<file path="config.mk">
export PLATFORM = sky130hd
export DESIGN_NAME = bsds_window_seq
export DESIGN_NICKNAME = d
export VERILOG_FILES = /design/src/bsds_pkg.sv /design/src/bsds_window_seq.sv
export SDC_FILE = /design/constraint.sdc
export NUM_CORES = 1
export LEC_CHECK = 0
export ABC_AREA = 1
export BUFFER_PORTS_ARGS = -buffer_cell sky130_fd_sc_hd__buf_4
export CORE_MARGIN = 2
export CORE_UTILIZATION = 36
export DETAILED_ROUTE_END_ITERATION = 16
export HOLD_SLACK_MARGIN = 0.06
export PLACE_DENSITY_LB_ADDON = 0.08
export SLEW_MARGIN = 0
export SYNTH_ARGS = -nofsm -noshare
export SYNTH_HDL_FRONTEND = slang
export SYNTH_SLANG_ARGS = --single-unit
</file>
<file path="constraint.sdc">
create_clock -name aclk -period 69.5 [get_ports aclk]
set_clock_uncertainty 0.2 [all_clocks]
set_input_delay 10.425 -clock aclk [delete_from_list [all_inputs] [get_ports aclk]]
set_output_delay 10.425 -clock aclk [all_outputs]
set_load 0.05 [all_outputs]
</file>
<file path="src/bsds_pkg.sv">
// Shared types and constants of the box-sum direction select block.
package bsds_pkg;

    localparam int CFG_W     = 13;
    localparam int CFG_IDX_W = 2;
    localparam int DIFF_W    = 16;
    localparam int CAND_W    = 16;
    localparam int ROW_W     = 12;
    localparam int OUT_COL_W = 12;
    localparam int OFS_W     = 3;
    localparam int ROW_LIMIT = 4096;

    typedef enum logic [CFG_IDX_W-1:0] {
        REG_FRAME_WIDTH  = 2'd0,
        REG_FRAME_HEIGHT = 2'd1
    } cfg_reg_t;

    typedef struct packed {
        logic [ROW_W-1:0] row;
        logic [OFS_W-1:0] m_hi;
        logic [OFS_W-1:0] n_hi;
        logic             last_row;
        logic             last_col;
        logic             emit;
    } job_t;

endpackage

</file>
<file path="src/bsds_window_seq.sv">
// Column record shift line, result sequencer and output register.
module bsds_window_seq import bsds_pkg::*; #(
    parameter int MAX_WIDTH   = 4096,
    parameter int WINDOW_SIZE = 5,
    parameter int PIXEL_BITS  = 16,
    localparam int HALF       = WINDOW_SIZE / 2,
    localparam int LINE_LEN   = 2 * HALF + 1,
    localparam int COL_W      = $clog2(MAX_WIDTH),
    localparam int P_W        = DIFF_W + $clog2(LINE_LEN),
    localparam int SUM_W      = P_W + $clog2(LINE_LEN),
    localparam int MIDX_W     = $clog2(HALF + 1),
    localparam int NIDX_W     = $clog2(LINE_LEN)
) (
    input  logic                            aclk,
    input  logic                            aresetn,
    input  logic                            rec_valid,
    output logic                            rec_take,
    input  logic [HALF:0][P_W-1:0]          rec_p,
    input  logic [HALF:0][2*PIXEL_BITS-1:0] rec_cand,
    input  logic [COL_W-1:0]                rec_col,
    input  job_t                            rec_job,
    output logic                            m_valid,
    input  logic                            m_ready,
    output logic [ROW_W-1:0]                m_out_row,
    output logic [OUT_COL_W-1:0]            m_out_col,
    output logic [CAND_W-1:0]               m_merged_value,
    output logic                            m_took_horizontal,
    output logic                            m_last_of_run
);

    logic [HALF:0][P_W-1:0]          line_p_reg    [LINE_LEN];
    logic [HALF:0][2*PIXEL_BITS-1:0] line_cand_reg [LINE_LEN];
    logic                            job_active_reg;
    logic [OFS_W-1:0]                m_cur_reg, m_lo_reg, n_cur_reg, n_lo_reg, n_hi_reg;
    logic [ROW_W-1:0]                row_reg;
    logic [COL_W-1:0]                col_reg;
    logic                            m_valid_reg;
    logic [ROW_W-1:0]                out_row_reg;
    logic [OUT_COL_W-1:0]            out_col_reg;
    logic [CAND_W-1:0]               merged_reg;
    logic                            took_h_reg;
    logic                            last_reg;

    logic                            out_free, beat, last_beat;
    logic signed [SUM_W-1:0]         sum;
    logic [2*PIXEL_BITS-1:0]         cand_sel;
    logic                            neg;

    assign out_free  = !m_valid_reg || m_ready;
    assign beat      = job_active_reg && out_free;
    assign last_beat = (m_cur_reg == m_lo_reg) && (n_cur_reg == n_lo_reg);
    assign rec_take  = rec_valid && (!job_active_reg || (beat && last_beat));

    always_comb begin
        int n;
        n   = int'(n_cur_reg);
        sum = '0;
        for (int q = 0; q < LINE_LEN; q++) begin
            if ((q + HALF >= n) && (q <= n + HALF) && (q <= int'(col_reg))) begin
                sum = sum + SUM_W'($signed(line_p_reg[q][MIDX_W'(m_cur_reg)]));
            end
        end
        neg      = sum < 0;
        cand_sel = line_cand_reg[NIDX_W'(n_cur_reg)][MIDX_W'(m_cur_reg)];
    end

    always_ff @(posedge aclk) begin
        if (rec_take) begin
            line_p_reg[0]    <= rec_p;
            line_cand_reg[0] <= rec_cand;
            for (int q = 1; q < LINE_LEN; q++) begin
                line_p_reg[q]    <= line_p_reg[q-1];
                line_cand_reg[q] <= line_cand_reg[q-1];
            end
            m_cur_reg <= rec_job.m_hi;
            m_lo_reg  <= rec_job.last_row ? '0 : rec_job.m_hi;
            n_cur_reg <= rec_job.n_hi;
            n_hi_reg  <= rec_job.n_hi;
            n_lo_reg  <= rec_job.last_col ? '0 : rec_job.n_hi;
            row_reg   <= rec_job.row;
            col_reg   <= rec_col;
        end else if (beat && !last_beat) begin
            if (n_cur_reg == n_lo_reg) begin
                m_cur_reg <= m_cur_reg - 1'b1;
                n_cur_reg <= n_hi_reg;
            end else begin
                n_cur_reg <= n_cur_reg - 1'b1;
            end
        end
        if (beat) begin
            out_row_reg <= row_reg - ROW_W'(m_cur_reg);
            out_col_reg <= OUT_COL_W'(col_reg - COL_W'(n_cur_reg));
            merged_reg  <= CAND_W'(neg ? cand_sel[PIXEL_BITS-1:0]
                                       : cand_sel[2*PIXEL_BITS-1:PIXEL_BITS]);
            took_h_reg  <= neg;
            last_reg    <= last_beat;
        end
    end

    always_ff @(posedge aclk) begin
        if (!aresetn) begin
            job_active_reg <= 1'b0;
            m_valid_reg    <= 1'b0;
        end else begin
            if (rec_take) begin
                job_active_reg <= rec_job.emit;
            end else if (beat && last_beat) begin
                job_active_reg <= 1'b0;
            end
            if (beat) begin
                m_valid_reg <= 1'b1;
            end else if (m_ready) begin
                m_valid_reg <= 1'b0;
            end
        end
    end

    assign m_valid           = m_valid_reg;
    assign m_out_row         = out_row_reg;
    assign m_out_col         = out_col_reg;
    assign m_merged_value    = merged_reg;
    assign m_took_horizontal = took_h_reg;
    assign m_last_of_run     = last_reg;

endmodule

</file>
### After elaboration in Yosys (flattened, before gate mapping)

Memory sizes are Yosys's and may differ from the RTL's. A register that Yosys moved wholly into a read port is not among the register bits.
Index checks and enable logic that the tools add are counted.

* bits in registers: 83
* bits in writable memories: 765
* input port bits: 190
* output and inout bits: 44
* word-level logic and storage cells: 98
* memories: 2

Memories
* line_cand_reg: words 5, width 96, read ports 5, clocked after memory_dff 1, write ports 5, line bsds_window_seq.sv:32 `logic [HALF:0][2*PIXEL_BITS-1:0] line_cand_reg [LINE_LEN];`
* line_p_reg: words 5, width 57, read ports 5, clocked after memory_dff 0, write ports 5, line bsds_window_seq.sv:31 `logic [HALF:0][P_W-1:0] line_p_reg [LINE_LEN];`

* $add $sub $neg: 9
* order comparisons: 16
* equal/unequal tests: 2
* multiplexer cells: 31
* reductions and logical operators: 24

Operators with widths (count)
* $bmux W19 S2: 5
* $mux W22: 5
* $mux W19: 5
* $add A22 B19 Y22: 4
* $bmux W32 S2: 1
* $le A3 B32 Y1 const A: 2
* $le A1 B32 Y1 const A: 1
* $le A2 B32 Y1 const A: 1
* $mux W32: 1
* $le A2 B12 Y1 const A: 2
* $sub A12 B3 Y12: 2
* $lt A22 B1 Y1 const B: 1
* $mux W3: 7
* $mux W16: 1
* $logic_and A1 B1 Y1: 14
* $le A1 B12 Y1 const A: 1
* $le A3 B12 Y1 const A: 1
* $ge A3 B3 Y1 const A: 3
* $reduce_bool A2 Y1: 4
* $eq A3 B3 Y1: 2
* $ge A2 B3 Y1 const A: 2
* $mux W1: 6
* $sub A3 B1 Y3 const B: 2
* $add A3 B2 Y4 const B: 1
* other kinds (5): 8

### Logic depth before layout (Yosys ltp)

Gate-level depths: netlist of run 1.

* word-level depth: 14
* mapped depth: 58
* depth with buffers taken out: 54

### Least setup slack after synthesis of run 1

Ideal clock, no wire load.

* kind: in2out
* start point: input m_ready
* end point: output rec_take
* data arrival time: 26.526 ns
* required time: 58.875 ns
* slack: 32.349 ns
* cell stages on the path: 7
* path buffers: 1
* path through: inv_1 > nand2_1 > nand2_1 > nand2_1 > nand2_1 > clkbuf_1 > inv_1

* word-level cells in the longest chain between the ends: 5

Ends and longest elaborated chain
* start: declaration: line bsds_window_seq.sv:23 `input logic m_ready,`
* $logic_or A1 B1 Y1: line bsds_window_seq.sv:49 `assign out_free = !m_valid_reg || m_ready;`
* $logic_and A1 B1 Y1: line bsds_window_seq.sv:50 `assign beat = job_active_reg && out_free;`
* $logic_and A1 B1 Y1: line bsds_window_seq.sv:52 `assign rec_take = rec_valid && (!job_active_reg || (beat && last_beat));`
* $logic_or A1 B1 Y1: line bsds_window_seq.sv:52
* $logic_and A1 B1 Y1: line bsds_window_seq.sv:52
* end: declaration: line bsds_window_seq.sv:17 `output logic rec_take,`

No other way between the ends.

### Worst setup path after layout of run 1

Ends and elaborated chain as after synthesis.

==> results of run 1 <==
metal layers:
layer	routed length, um	track usage, %
met3	3650	2.61
met1	43200	24.1
met4	2480	4.97
met5	0	0
met2	47000	29.7
cells in the final DEF, fill, tap and decap left out, types with 35 or more instances in the layout:
cell type	n
nand3_1	64
ha_1	94
nor2_1	377
clkbuf_16	96
o21ai_0	414
edfxtp_1	846
nand2_1	435
a21oi_1	132
xor2_1	37
mux2i_1	67
inv_1	167
nand3b_1	35
o221ai_1	66
buf_4	256
worst paths after layout:
path	from	end	slack (ps)
worst min-delay path	line_p_reg[0][132]$_DFFE_PP_	line_p_reg[0][189]$_DFFE_PP_	240
worst max register to register	m_cur_reg[0]$_DFFE_PP_	m_merged_value[11]$_DFFE_PP_	58450
worst max-delay path	m_ready	rec_take	46800
worst min register to register	line_p_reg[0][132]$_DFFE_PP_	line_p_reg[0][189]$_DFFE_PP_	240
layout make-up:
class	count	area, um2
Inverter	179	691
Clock buffer	116	2480
Clock inverter	57	489
Fill cell	9674	59800
Multi-Input combinational cell	1921	10700
Tap cell	1380	1730
Sequential cell	851	25500
Timing Repair Buffer	259	1980
power by group through the flow:
stage / registers (mW) / logic (mW) / clock network [mW]
after CTS: 0.645 / 0.492 / 0.495
after detailed placement: 0.655 / 0.488 / 0
after global routing: 0.649 / 0.546 / 0.513
final: 0.644 / 0.488 / 0.481
after global placement: 0.653 / 0.484 / 0
after floorplan: 0.678 / 0.339 / 0
logic make-up after synthesis:
family | after synthesis
AO/OA/AOI/OAI | 696
AND/OR/NAND/NOR | 988
multiplexers | 68
XOR/XNOR | 70
flip-flops | 851
adder cells (fa/ha/maj) | 99
buffers and inverters | 327
==> impl_metrics.py, run 1 <==
metrics = {
    "pwr": {
        "p_total_mw": 1.61,
        "p_leak_nw": 16.2,
        "switchingPower_mw": 0.557,
        "power_frac_comb_pct": 30.3,
        "seq_power_share_pct": 39.9,
        "power_density_nw_per_um2": 37.0,
        "p_clk_share_pct": 29.8,
        "ir_drop_v": 0.0000186,
        "switching_share_pct": 34.5,
        "internal-power_mw": 1.06,
    },
    "die": {
        "core_area_um2": 103000,
        "die_y_um": 327,
        "start_util_pct": 36.3,
        "io_pins": 234,
        "dieArea_um2": 107000,
        "die_w_um": 327,
        "rows": 118,
    },
    "sta": {
        "maxSlewViolCount": 0,
        "setup_ws_ps": 46800,
        "finalSetupViolCount": 0,
        "slew-limit-headroom_pct": 25.1,
        "final-hold-violation-count": 0,
        "whs_ps": 236,
        "period_minus_slack_ps": 22700,
        "post-route-period-util_pct": 32.7,
        "rsz0062_at_grt": "no",
        "fmax_ghz": 0.0440,
        "fin_tns_setup_ps": 0,
        "tightest_slew_ps": 1120,
    },
    "worst_setup_path": {
        "path_buf_inv": 4,
        "cp-end-kind": "output pin",
        "crit_slowest_cell": "inv_8",
        "worstPathRequired_ps": 58880,
        "crit_top_cell": "nand2_1",
        "cp-start-kind": "input pin",
        "arrival_ps": 12080,
        "cp_num_cells": 8,
        "worstSetupPathType": "in2out",
        "crit_path_max_incr_delay_ps": 560,
        "path_max_fanout": 90,
        "cp_top_family": "buffers and inverters",
        "ff2ff_path_depth": 55,
        "cp_cell_sequence": "buf_4 -> inv_1 -> nand2_1 -> nand2_1 -> nand2_1 -> nand2_1 -> inv_8 -> buf_4",
    },
    "synth": {
        "synth_xor_area_share_pct": 1.64,
        "netlist_top_cells_area": "edfxtp_1, o21ai_0, nand2_1",
        "yosys_most_used_dff": "edfxtp_1",
        "synth.distinct_cells": 53,
        "yosys.area_share.simple_pct": 11.0,
        "synth_fa_ha_area_share_pct": 3.40,
        "muxShareOfSynthArea_pct": 1.82,
        "syn_area_um2": 37500,
        "yosysTopAreaCellShare_pct": 67.8,
        "synthTopCellsByCount": "edfxtp_1, nand2_1, o21ai_0, nor2_1, inv_1",
        "synth_edf_count": 846,
        "synth_top_family_by_area": "simple AND/OR/NAND/NOR gates",
        "synth_top_cell_by_area": "edfxtp_1",
        "synth_most_common_cell": "edfxtp_1",
        "synthesis.instances": 3099,
        "synth_nets": 3388,
        "synth-seq-area-share_pct": 68.0,
        "syn_avg_cell_area_um2": 12.1,
        "ys_warn_count": 0,
        "synth_seq_cells": 851,
        "synth_compound_area_share_pct": 10.6,
        "synthArstFlopShare_pct": 0,
    },
    "final_layout": {
        "area_growth_syn_to_layout_pct": 16.2,
        "drive_above_1_share_pct": 13.2,
        "insertedDiodeCount": 0,
        "final_cell_area_um2": 43600,
        "largest_register_ffs": 480,
        "finalNonFillerCells": 4763,
        "utilization_pct": 42.2,
        "nets": 3597,
    },
    "place": {
        "placed_area_um2": 40600,
        "dp_hpwl_um": 62200,
        "io_buffers": 233,
        "pre_cts_ws_ps": 46800,
        "gp_congestion": 0.874,
        "dp_cells": 4590,
    },
    "min_path": {
        "min_path_type": "reg2reg",
        "min_path_cells": 0,
    },
    "status": {
        "status": "finished clean",
    },
    "drt": {
        "wl_per_cell_um": 20.2,
        "drc": 0,
        "drt-initial-drc-count": 1799,
        "wl_um": 96400,
        "ant_nets": 0,
        "dr.pass1.iters": 7,
        "via_per_inst": 5.06,
        "vias": 24100,
    },
    "global_route": {
        "overflow": 0,
        "antenna_found_initial": 4,
        "grt_pass1_wl_um": 146000,
        "track_usage_pct": 17.8,
        "grt_pass1_vias": 24000,
        "grt_max_degree": 145,
    },
    "cts": {
        "cts_resized": 0,
        "clock_latency_ps": 660,
        "path_clk_slew_ps": 60,
        "cts_max_level": 3,
        "numCtsBuffers": 96,
        "clock_path_buffers": 3,
        "ctsRootBufferMaster": "clkbuf_16",
        "tritoncts": "done",
        "cts.sinks": 851,
        "cts_hold_buf": 0,
        "post_cts_buffers": 0,
    },
    "job": {
        "max_cap_violations": 0,
    },
}
Note: power is estimated with default switching activity, not from simulation.
==> run 2: changes to the inputs <==
clock period = 20.6 ns   (was 69.5 ns; I/O delays follow)
==> run 2 against run 1 <==
  * Via count rose by 0.15%
  * Power rose to 3.4 times the previous value
  * Flip-flop and latch count did not move
  * Register-to-register slack got worse by 49000 ps
  * Hold slack improved by 0.83 ps
  * Largest power group unchanged
  * Cell count rose by 0.23%
  * Routed wire length rose by 1.4%
  * Sequential share of layout area fell by 0.31 points
  * Global-route usage rose by 0.23 points
  * Worst setup slack got worse by 37000 ps
==> impl_metrics.py, run 2 (same netlist as run 1, synthesis figures left out) <==
metrics = {
    "status": {
        "status": "finished clean",
    },
    "final_layout": {
        "final_cell_area_um2": 43800,
        "utilization_pct": 42.4,
        "drive_above_1_share_pct": 13.7,
        "final_cell_mix": "edfxtp_1, nand2_1, o21ai_0",
        "nets": 3600,
        "area_growth_syn_to_layout_pct": 16.9,
        "final_common_cell": "edfxtp_1",
        "finalNonFillerCells": 4774,
        "largest_register_ffs": 480,
    },
    "worst_setup_path": {
        "reg2reg_from": "m_cur_reg[0]$_DFFE_PP_",
        "crit_slowest_cell": "buf_4",
        "r2r_end": "m_merged_value[2]$_DFFE_PP_",
        "crit_start": "m_cur_reg[0]$_DFFE_PP_",
        "path_max_fanout": 52,
        "crit_end": "m_merged_value[2]$_DFFE_PP_",
        "crit_top_cell": "nand2_1",
        "worstPathRequired_ps": 20830,
        "cp-start-kind": "register",
        "arrival_ps": 11110,
        "crit_path_max_incr_delay_ps": 580,
        "worstSetupPathType": "reg2reg",
        "cp-end-kind": "register",
        "ff2ff_path_depth": 53,
        "rrSetupSlack_ps": 9730,
    },
    "job": {
        "max_cap_violations": 0,
    },
    "pwr": {
        "seq_power_share_pct": 39.2,
        "switching_share_pct": 34.1,
        "p_leak_nw": 16.3,
        "p_clk_share_pct": 31.1,
        "ir_drop_v": 0.0000671,
        "switchingPower_mw": 1.89,
        "power_density_nw_per_um2": 127,
        "power_frac_comb_pct": 29.7,
        "internal-power_mw": 3.66,
    },
    "place": {
        "dp_hpwl_um": 65100,
        "dp_cells": 4593,
        "gp_congestion": 0.850,
        "io_buffers": 233,
        "placed_area_um2": 40600,
    },
    "sta": {
        "finalSetupViolCount": 0,
        "rsz0062_at_grt": "no",
        "fin_tns_setup_ps": 0,
        "whs_ps": 237,
        "slew-limit-headroom_pct": 27.3,
        "post-route-period-util_pct": 52.8,
        "fmax_ghz": 0.0920,
        "maxSlewViolCount": 0,
        "final-hold-violation-count": 0,
        "period_minus_slack_ps": 10870,
        "tightest_slew_ps": 1090,
    },
    "global_route": {
        "grtUsageMet3_pct": 2.89,
        "grt_pass1_wl_um": 148000,
        "track_usage_pct": 18.0,
        "grt_max_degree": 192,
        "grt_util_met1_pct": 24.5,
        "busiest_layer": "met2",
        "grt_util_met2_pct": 29.5,
        "overflow": 0,
        "antenna_found_initial": 3,
        "grt_pass1_vias": 24300,
    },
    "cts": {
        "post_cts_buffers": 0,
        "clock_path_buffers": 3,
        "cts_resized": 0,
        "cts_max_level": 3,
        "tritoncts": "done",
        "numCtsBuffers": 96,
        "cts_hold_buf": 0,
        "ctsRootBufferMaster": "clkbuf_16",
        "clock_latency_ps": 680,
        "cts.sinks": 851,
        "path_clk_slew_ps": 60,
    },
    "die": {
        "dieArea_um2": 107000,
        "io_pins": 234,
        "start_util_pct": 36.3,
        "die_y_um": 327,
        "die_w_um": 327,
        "rows": 118,
        "core_area_um2": 103000,
    },
    "drt": {
        "wl_per_cell_um": 20.5,
        "drt-initial-drc-count": 2072,
        "vias": 24100,
        "wl_um": 97700,
        "via_per_inst": 5.06,
        "dr.pass1.iters": 5,
        "ant_nets": 0,
        "drc": 0,
    },
    "min_path": {
        "min_path_type": "reg2reg",
    },
}
-- run 2: final cells by class --
type,count,area [um2]
Antenna cell,4,10.0
Sequential cell,851,25500
Clock inverter,61,661
Clock buffer,116,2520
Multi-Input combinational cell,1921,10700
Tap cell,1380,1730
Timing Repair Buffer,262,1990
Fill cell,9786,59500
Inverter,179,687
-- run 2: through the flow --
stage / setup WS [ps] / total power [mW]
floorplan: 3900 / 3.41
global placement: 9690 / 3.86
detailed placement: 9630 / 3.87
CTS: 9630 / 5.62
global route: 8680 / 5.89
finish: 9730 / 5.55
-- run 2: worst min path at each step --
stage                                         startpoint                             end  slack (ps)  cells after the start
after floorplan             line_p_reg[0][115]$_DFFE_PP_    line_p_reg[0][172]$_DFFE_PP_         220                      0
after detailed placement  line_cand_reg[2][11]$_DFFE_PP_  line_cand_reg[3][11]$_DFFE_PP_         230                      0
final                     line_cand_reg[2][63]$_DFFE_PP_  line_cand_reg[3][63]$_DFFE_PP_         240                      0
after global placement    line_cand_reg[2][63]$_DFFE_PP_  line_cand_reg[3][63]$_DFFE_PP_         220                      0
after global routing        line_p_reg[0][134]$_DFFE_PP_    line_p_reg[0][191]$_DFFE_PP_         240                      0
after CTS                 line_cand_reg[1][43]$_DFFE_PP_  line_cand_reg[2][43]$_DFFE_PP_         240                      0
-- run 2: worst max-delay path: cells and delay by family, from the launching register on --
| family | cells | cell delay, ps |
|---|---|---|
| flops | 1 | 350 |
| compound gates | 11 | 2570 |
| buf+inv | 8 | 2230 |
| simple gates | 28 | 3410 |
| xor+xnor | 2 | 370 |
| fa+ha+maj | 4 | 1330 |
-- run 2: power groups by stage --
stage / Sequential, mW / Combinational (mW) / Clock (mW)
global placement: 2.21 / 1.66 / 0
detailed placement: 2.21 / 1.66 / 0
finish: 2.17 / 1.65 / 1.73
global route: 2.19 / 1.86 / 1.84
CTS: 2.17 / 1.67 / 1.78
floorplan: 2.26 / 1.14 / 0
-- run 2: layer usage --
layer | vias up | routed length (um) | share of wire [%]
met5 | - | 13 | 0.013
met4 | 2 | 2820 | 2.9
met3 | 161 | 4140 | 4.2
met2 | 560 | 46700 | 48
met1 | 11800 | 44000 | 45
li1 | 11600 | - | -
==> run 3: changes to the inputs <==
clock period = 8.9 ns   (was 20.6 ns; I/O delays follow)
==> run 3 against run 2 <==
  * Critical path depth is 2 lower
  * Register-to-register slack lost 9000 ps
  * Final area up 0.95%
  * Sequential share of layout area is 0.55 points lower
  * Cell count increased by 0.90%
  * Flip-flop and latch count stayed put
  * Die area is the same
  * Critical endpoint is now m_merged_value[4]$_DFFE_PP_
  * Highest routed layer is now met4
==> impl_metrics.py, run 3 (same netlist as run 1, synthesis figures left out) <==
metrics = {
    "final_layout": {
        "largest_register_ffs": 480,
        "final_common_cell": "edfxtp_1",
        "insertedDiodeCount": 0,
        "drive_above_1_share_pct": 15.2,
        "regArea_um2": 25500,
        "multiInputGateArea_um2": 10800,
        "final_cell_mix": "edfxtp_1, nand2_1, o21ai_0",
        "finalNonFillerCells": 4817,
        "area_growth_syn_to_layout_pct": 18.0,
        "nets": 3655,
        "fillers": 9692,
    },
    "pwr": {
        "power_density_nw_per_um2": 293,
        "ir_drop_v": 0.000159,
        "p_leak_nw": 16.5,
    },
    "worst_setup_path": {
        "reg2reg_from": "n_cur_reg[0]$_DFFE_PN_",
        "ff2ff_path_depth": 51,
        "rrSetupSlack_ps": 740,
        "crit_path_max_incr_delay_ps": 420,
        "r2r_end": "m_merged_value[4]$_DFFE_PP_",
        "cp-end-kind": "register",
        "worstPathRequired_ps": 9130,
        "path_max_fanout": 17,
        "cp-start-kind": "register",
        "worstSetupPathType": "reg2reg",
        "arrival_ps": 8390,
        "crit_top_cell": "nand2_1",
        "crit_slowest_cell": "edfxtp_1",
    },
    "min_path": {
        "min_path_cells": 0,
        "min_from": "line_cand_reg[2][62]$_DFFE_PP_",
        "min_path_type": "reg2reg",
        "min_to": "line_cand_reg[3][62]$_DFFE_PP_",
    },
    "sta": {
        "finalSetupViolCount": 0,
        "final-hold-violation-count": 0,
        "maxSlewViolCount": 0,
        "slew-limit-headroom_pct": 23.2,
        "period_minus_slack_ps": 8160,
        "tightest_slew_ps": 1150,
        "whs_ps": 233,
        "post-route-period-util_pct": 91.7,
        "fin_tns_setup_ps": 0,
        "rsz0062_at_grt": "no",
        "fmax_ghz": 0.122,
    },
    "drt": {
        "via_per_inst": 5.09,
        "wl_per_cell_um": 21.2,
        "dr.pass1.iters": 5,
        "drc": 0,
        "wl_um": 102000,
        "drt-initial-drc-count": 1869,
        "ant_nets": 0,
        "vias": 24500,
    },
    "job": {
        "max_cap_violations": 0,
    },
    "place": {
        "gp_congestion": 0.918,
        "dp_cells": 4638,
        "dp_hpwl_um": 68900,
        "io_buffers": 233,
    },
    "cts": {
        "path_clk_slew_ps": 60,
        "cts_max_level": 3,
        "cts_hold_buf": 0,
        "ctsRootBufferMaster": "clkbuf_16",
        "tritoncts": "done",
        "clock_latency_ps": 680,
        "clock_path_buffers": 3,
        "cts.sinks": 851,
        "numCtsBuffers": 96,
    },
    "status": {
        "status": "finished clean",
    },
    "die": {
        "dieArea_um2": 107000,
        "core_area_um2": 103000,
        "die_w_um": 327,
        "start_util_pct": 36.3,
        "rows": 118,
        "io_pins": 234,
        "die_y_um": 327,
    },
    "global_route": {
        "track_usage_pct": 18.7,
        "grt_max_degree": 185,
        "overflow": 0,
        "antenna_found_initial": 3,
        "grt_pass1_vias": 24800,
        "grt_pass1_wl_um": 153000,
    },
}
run 3: cell types whose count changed in the layout (fill, tap and decap cells not counted), moves of 3 or more:
cell | previous run | this run
buf_4 | 260 | 306
clkbuf_1 | 17 | 33
clkinv_2 | 22 | 9
a21oi_1 | 132 | 125
a21oi_2 | 2 | 9
bufinv_16 | 12 | 5
o21ai_0 | 414 | 407
buf_12 | 2 | 8
nand2_1 | 435 | 430
o21ai_1 | 2 | 7
diode_2 | 4 | 0
nor2_1 | 377 | 373
nor2_2 | 2 | 5
run 3: layout make-up:
class / count / share of cell area [%]
well taps: 1380 / 3.90
clock buffers: 130 / 5.77
inverters: 179 / 1.59
repair buffers: 317 / 5.67
clock inverters: 39 / 0.883
flip-flops and latches: 851 / 57.7
multi-input cells: 1921 / 24.5
run 3: worst max-delay path by stage:
stage,startpoint,endpoint,slack (ps),cells after the start
after floorplan,m_ready,col_reg[0]$_DFFE_PP_,-5760,7
after global placement,n_cur_reg[0]$_DFFE_PN_,m_merged_value[2]$_DFFE_PP_,-4,50
after detailed placement,n_cur_reg[0]$_DFFE_PN_,m_merged_value[4]$_DFFE_PP_,-40,51
after CTS,n_cur_reg[0]$_DFFE_PN_,m_merged_value[4]$_DFFE_PP_,50,49
after global routing,n_cur_reg[0]$_DFFE_PN_,m_merged_value[15]$_DFFE_PP_,8,55
final,n_cur_reg[0]$_DFFE_PN_,m_merged_value[4]$_DFFE_PP_,740,51
run 3: report_power, final:
part	internal [mW]	switching, mW	total, mW
clock network	2.15	1.59	3.75
logic	1.49	2.67	4.17
registers	4.83	0.224	5.06
total	8.48	4.49	13.0
run 3: what timing repair did:
action	CTS	global route
buffers inserted	0	9
resized for setup	3	39
pin swaps	0	3
endpoints found under the setup margin	16	17
cloned	0	1
run 3: critical path: cells and delay by family (launching register included):
family / cells / cell delay, ps
buffers and inverters: 8 / 1010
and+or+nand+nor: 27 / 2940
adders and majority gates: 5 / 1640
AOI/OAI and AO/OA: 9 / 1440
xor gates and xnor gates: 2 / 230
DFF: 1 / 420
run 3: layer usage:
metal | share of wire (%) | up-vias | track usage [%]
li1 | - | 11700 | -
met1 | 45 | 12100 | 25.6
met2 | 48 | 558 | 31.1
met3 | 4.0 | 126 | 2.76
met4 | 2.5 | 0 | 5.10
met5 | 0 | - | 0
run 3: through the flow:
stage / power, mW / setup WS [ps] / util (%) / area [um2]
4_1_cts: 13.0 / 53.9 / 42.6 / 44000
2_1_floorplan: 7.89 / -5760 / - / 37500
6_report: 13.0 / 737 / 42.8 / 44200
3_5_place_dp: 9.23 / -35.5 / 39.7 / 41100
5_1_grt: 13.8 / 8.18 / 42.8 / 44200
3_3_place_gp: 9.19 / -3.59 / 39.7 / 41100
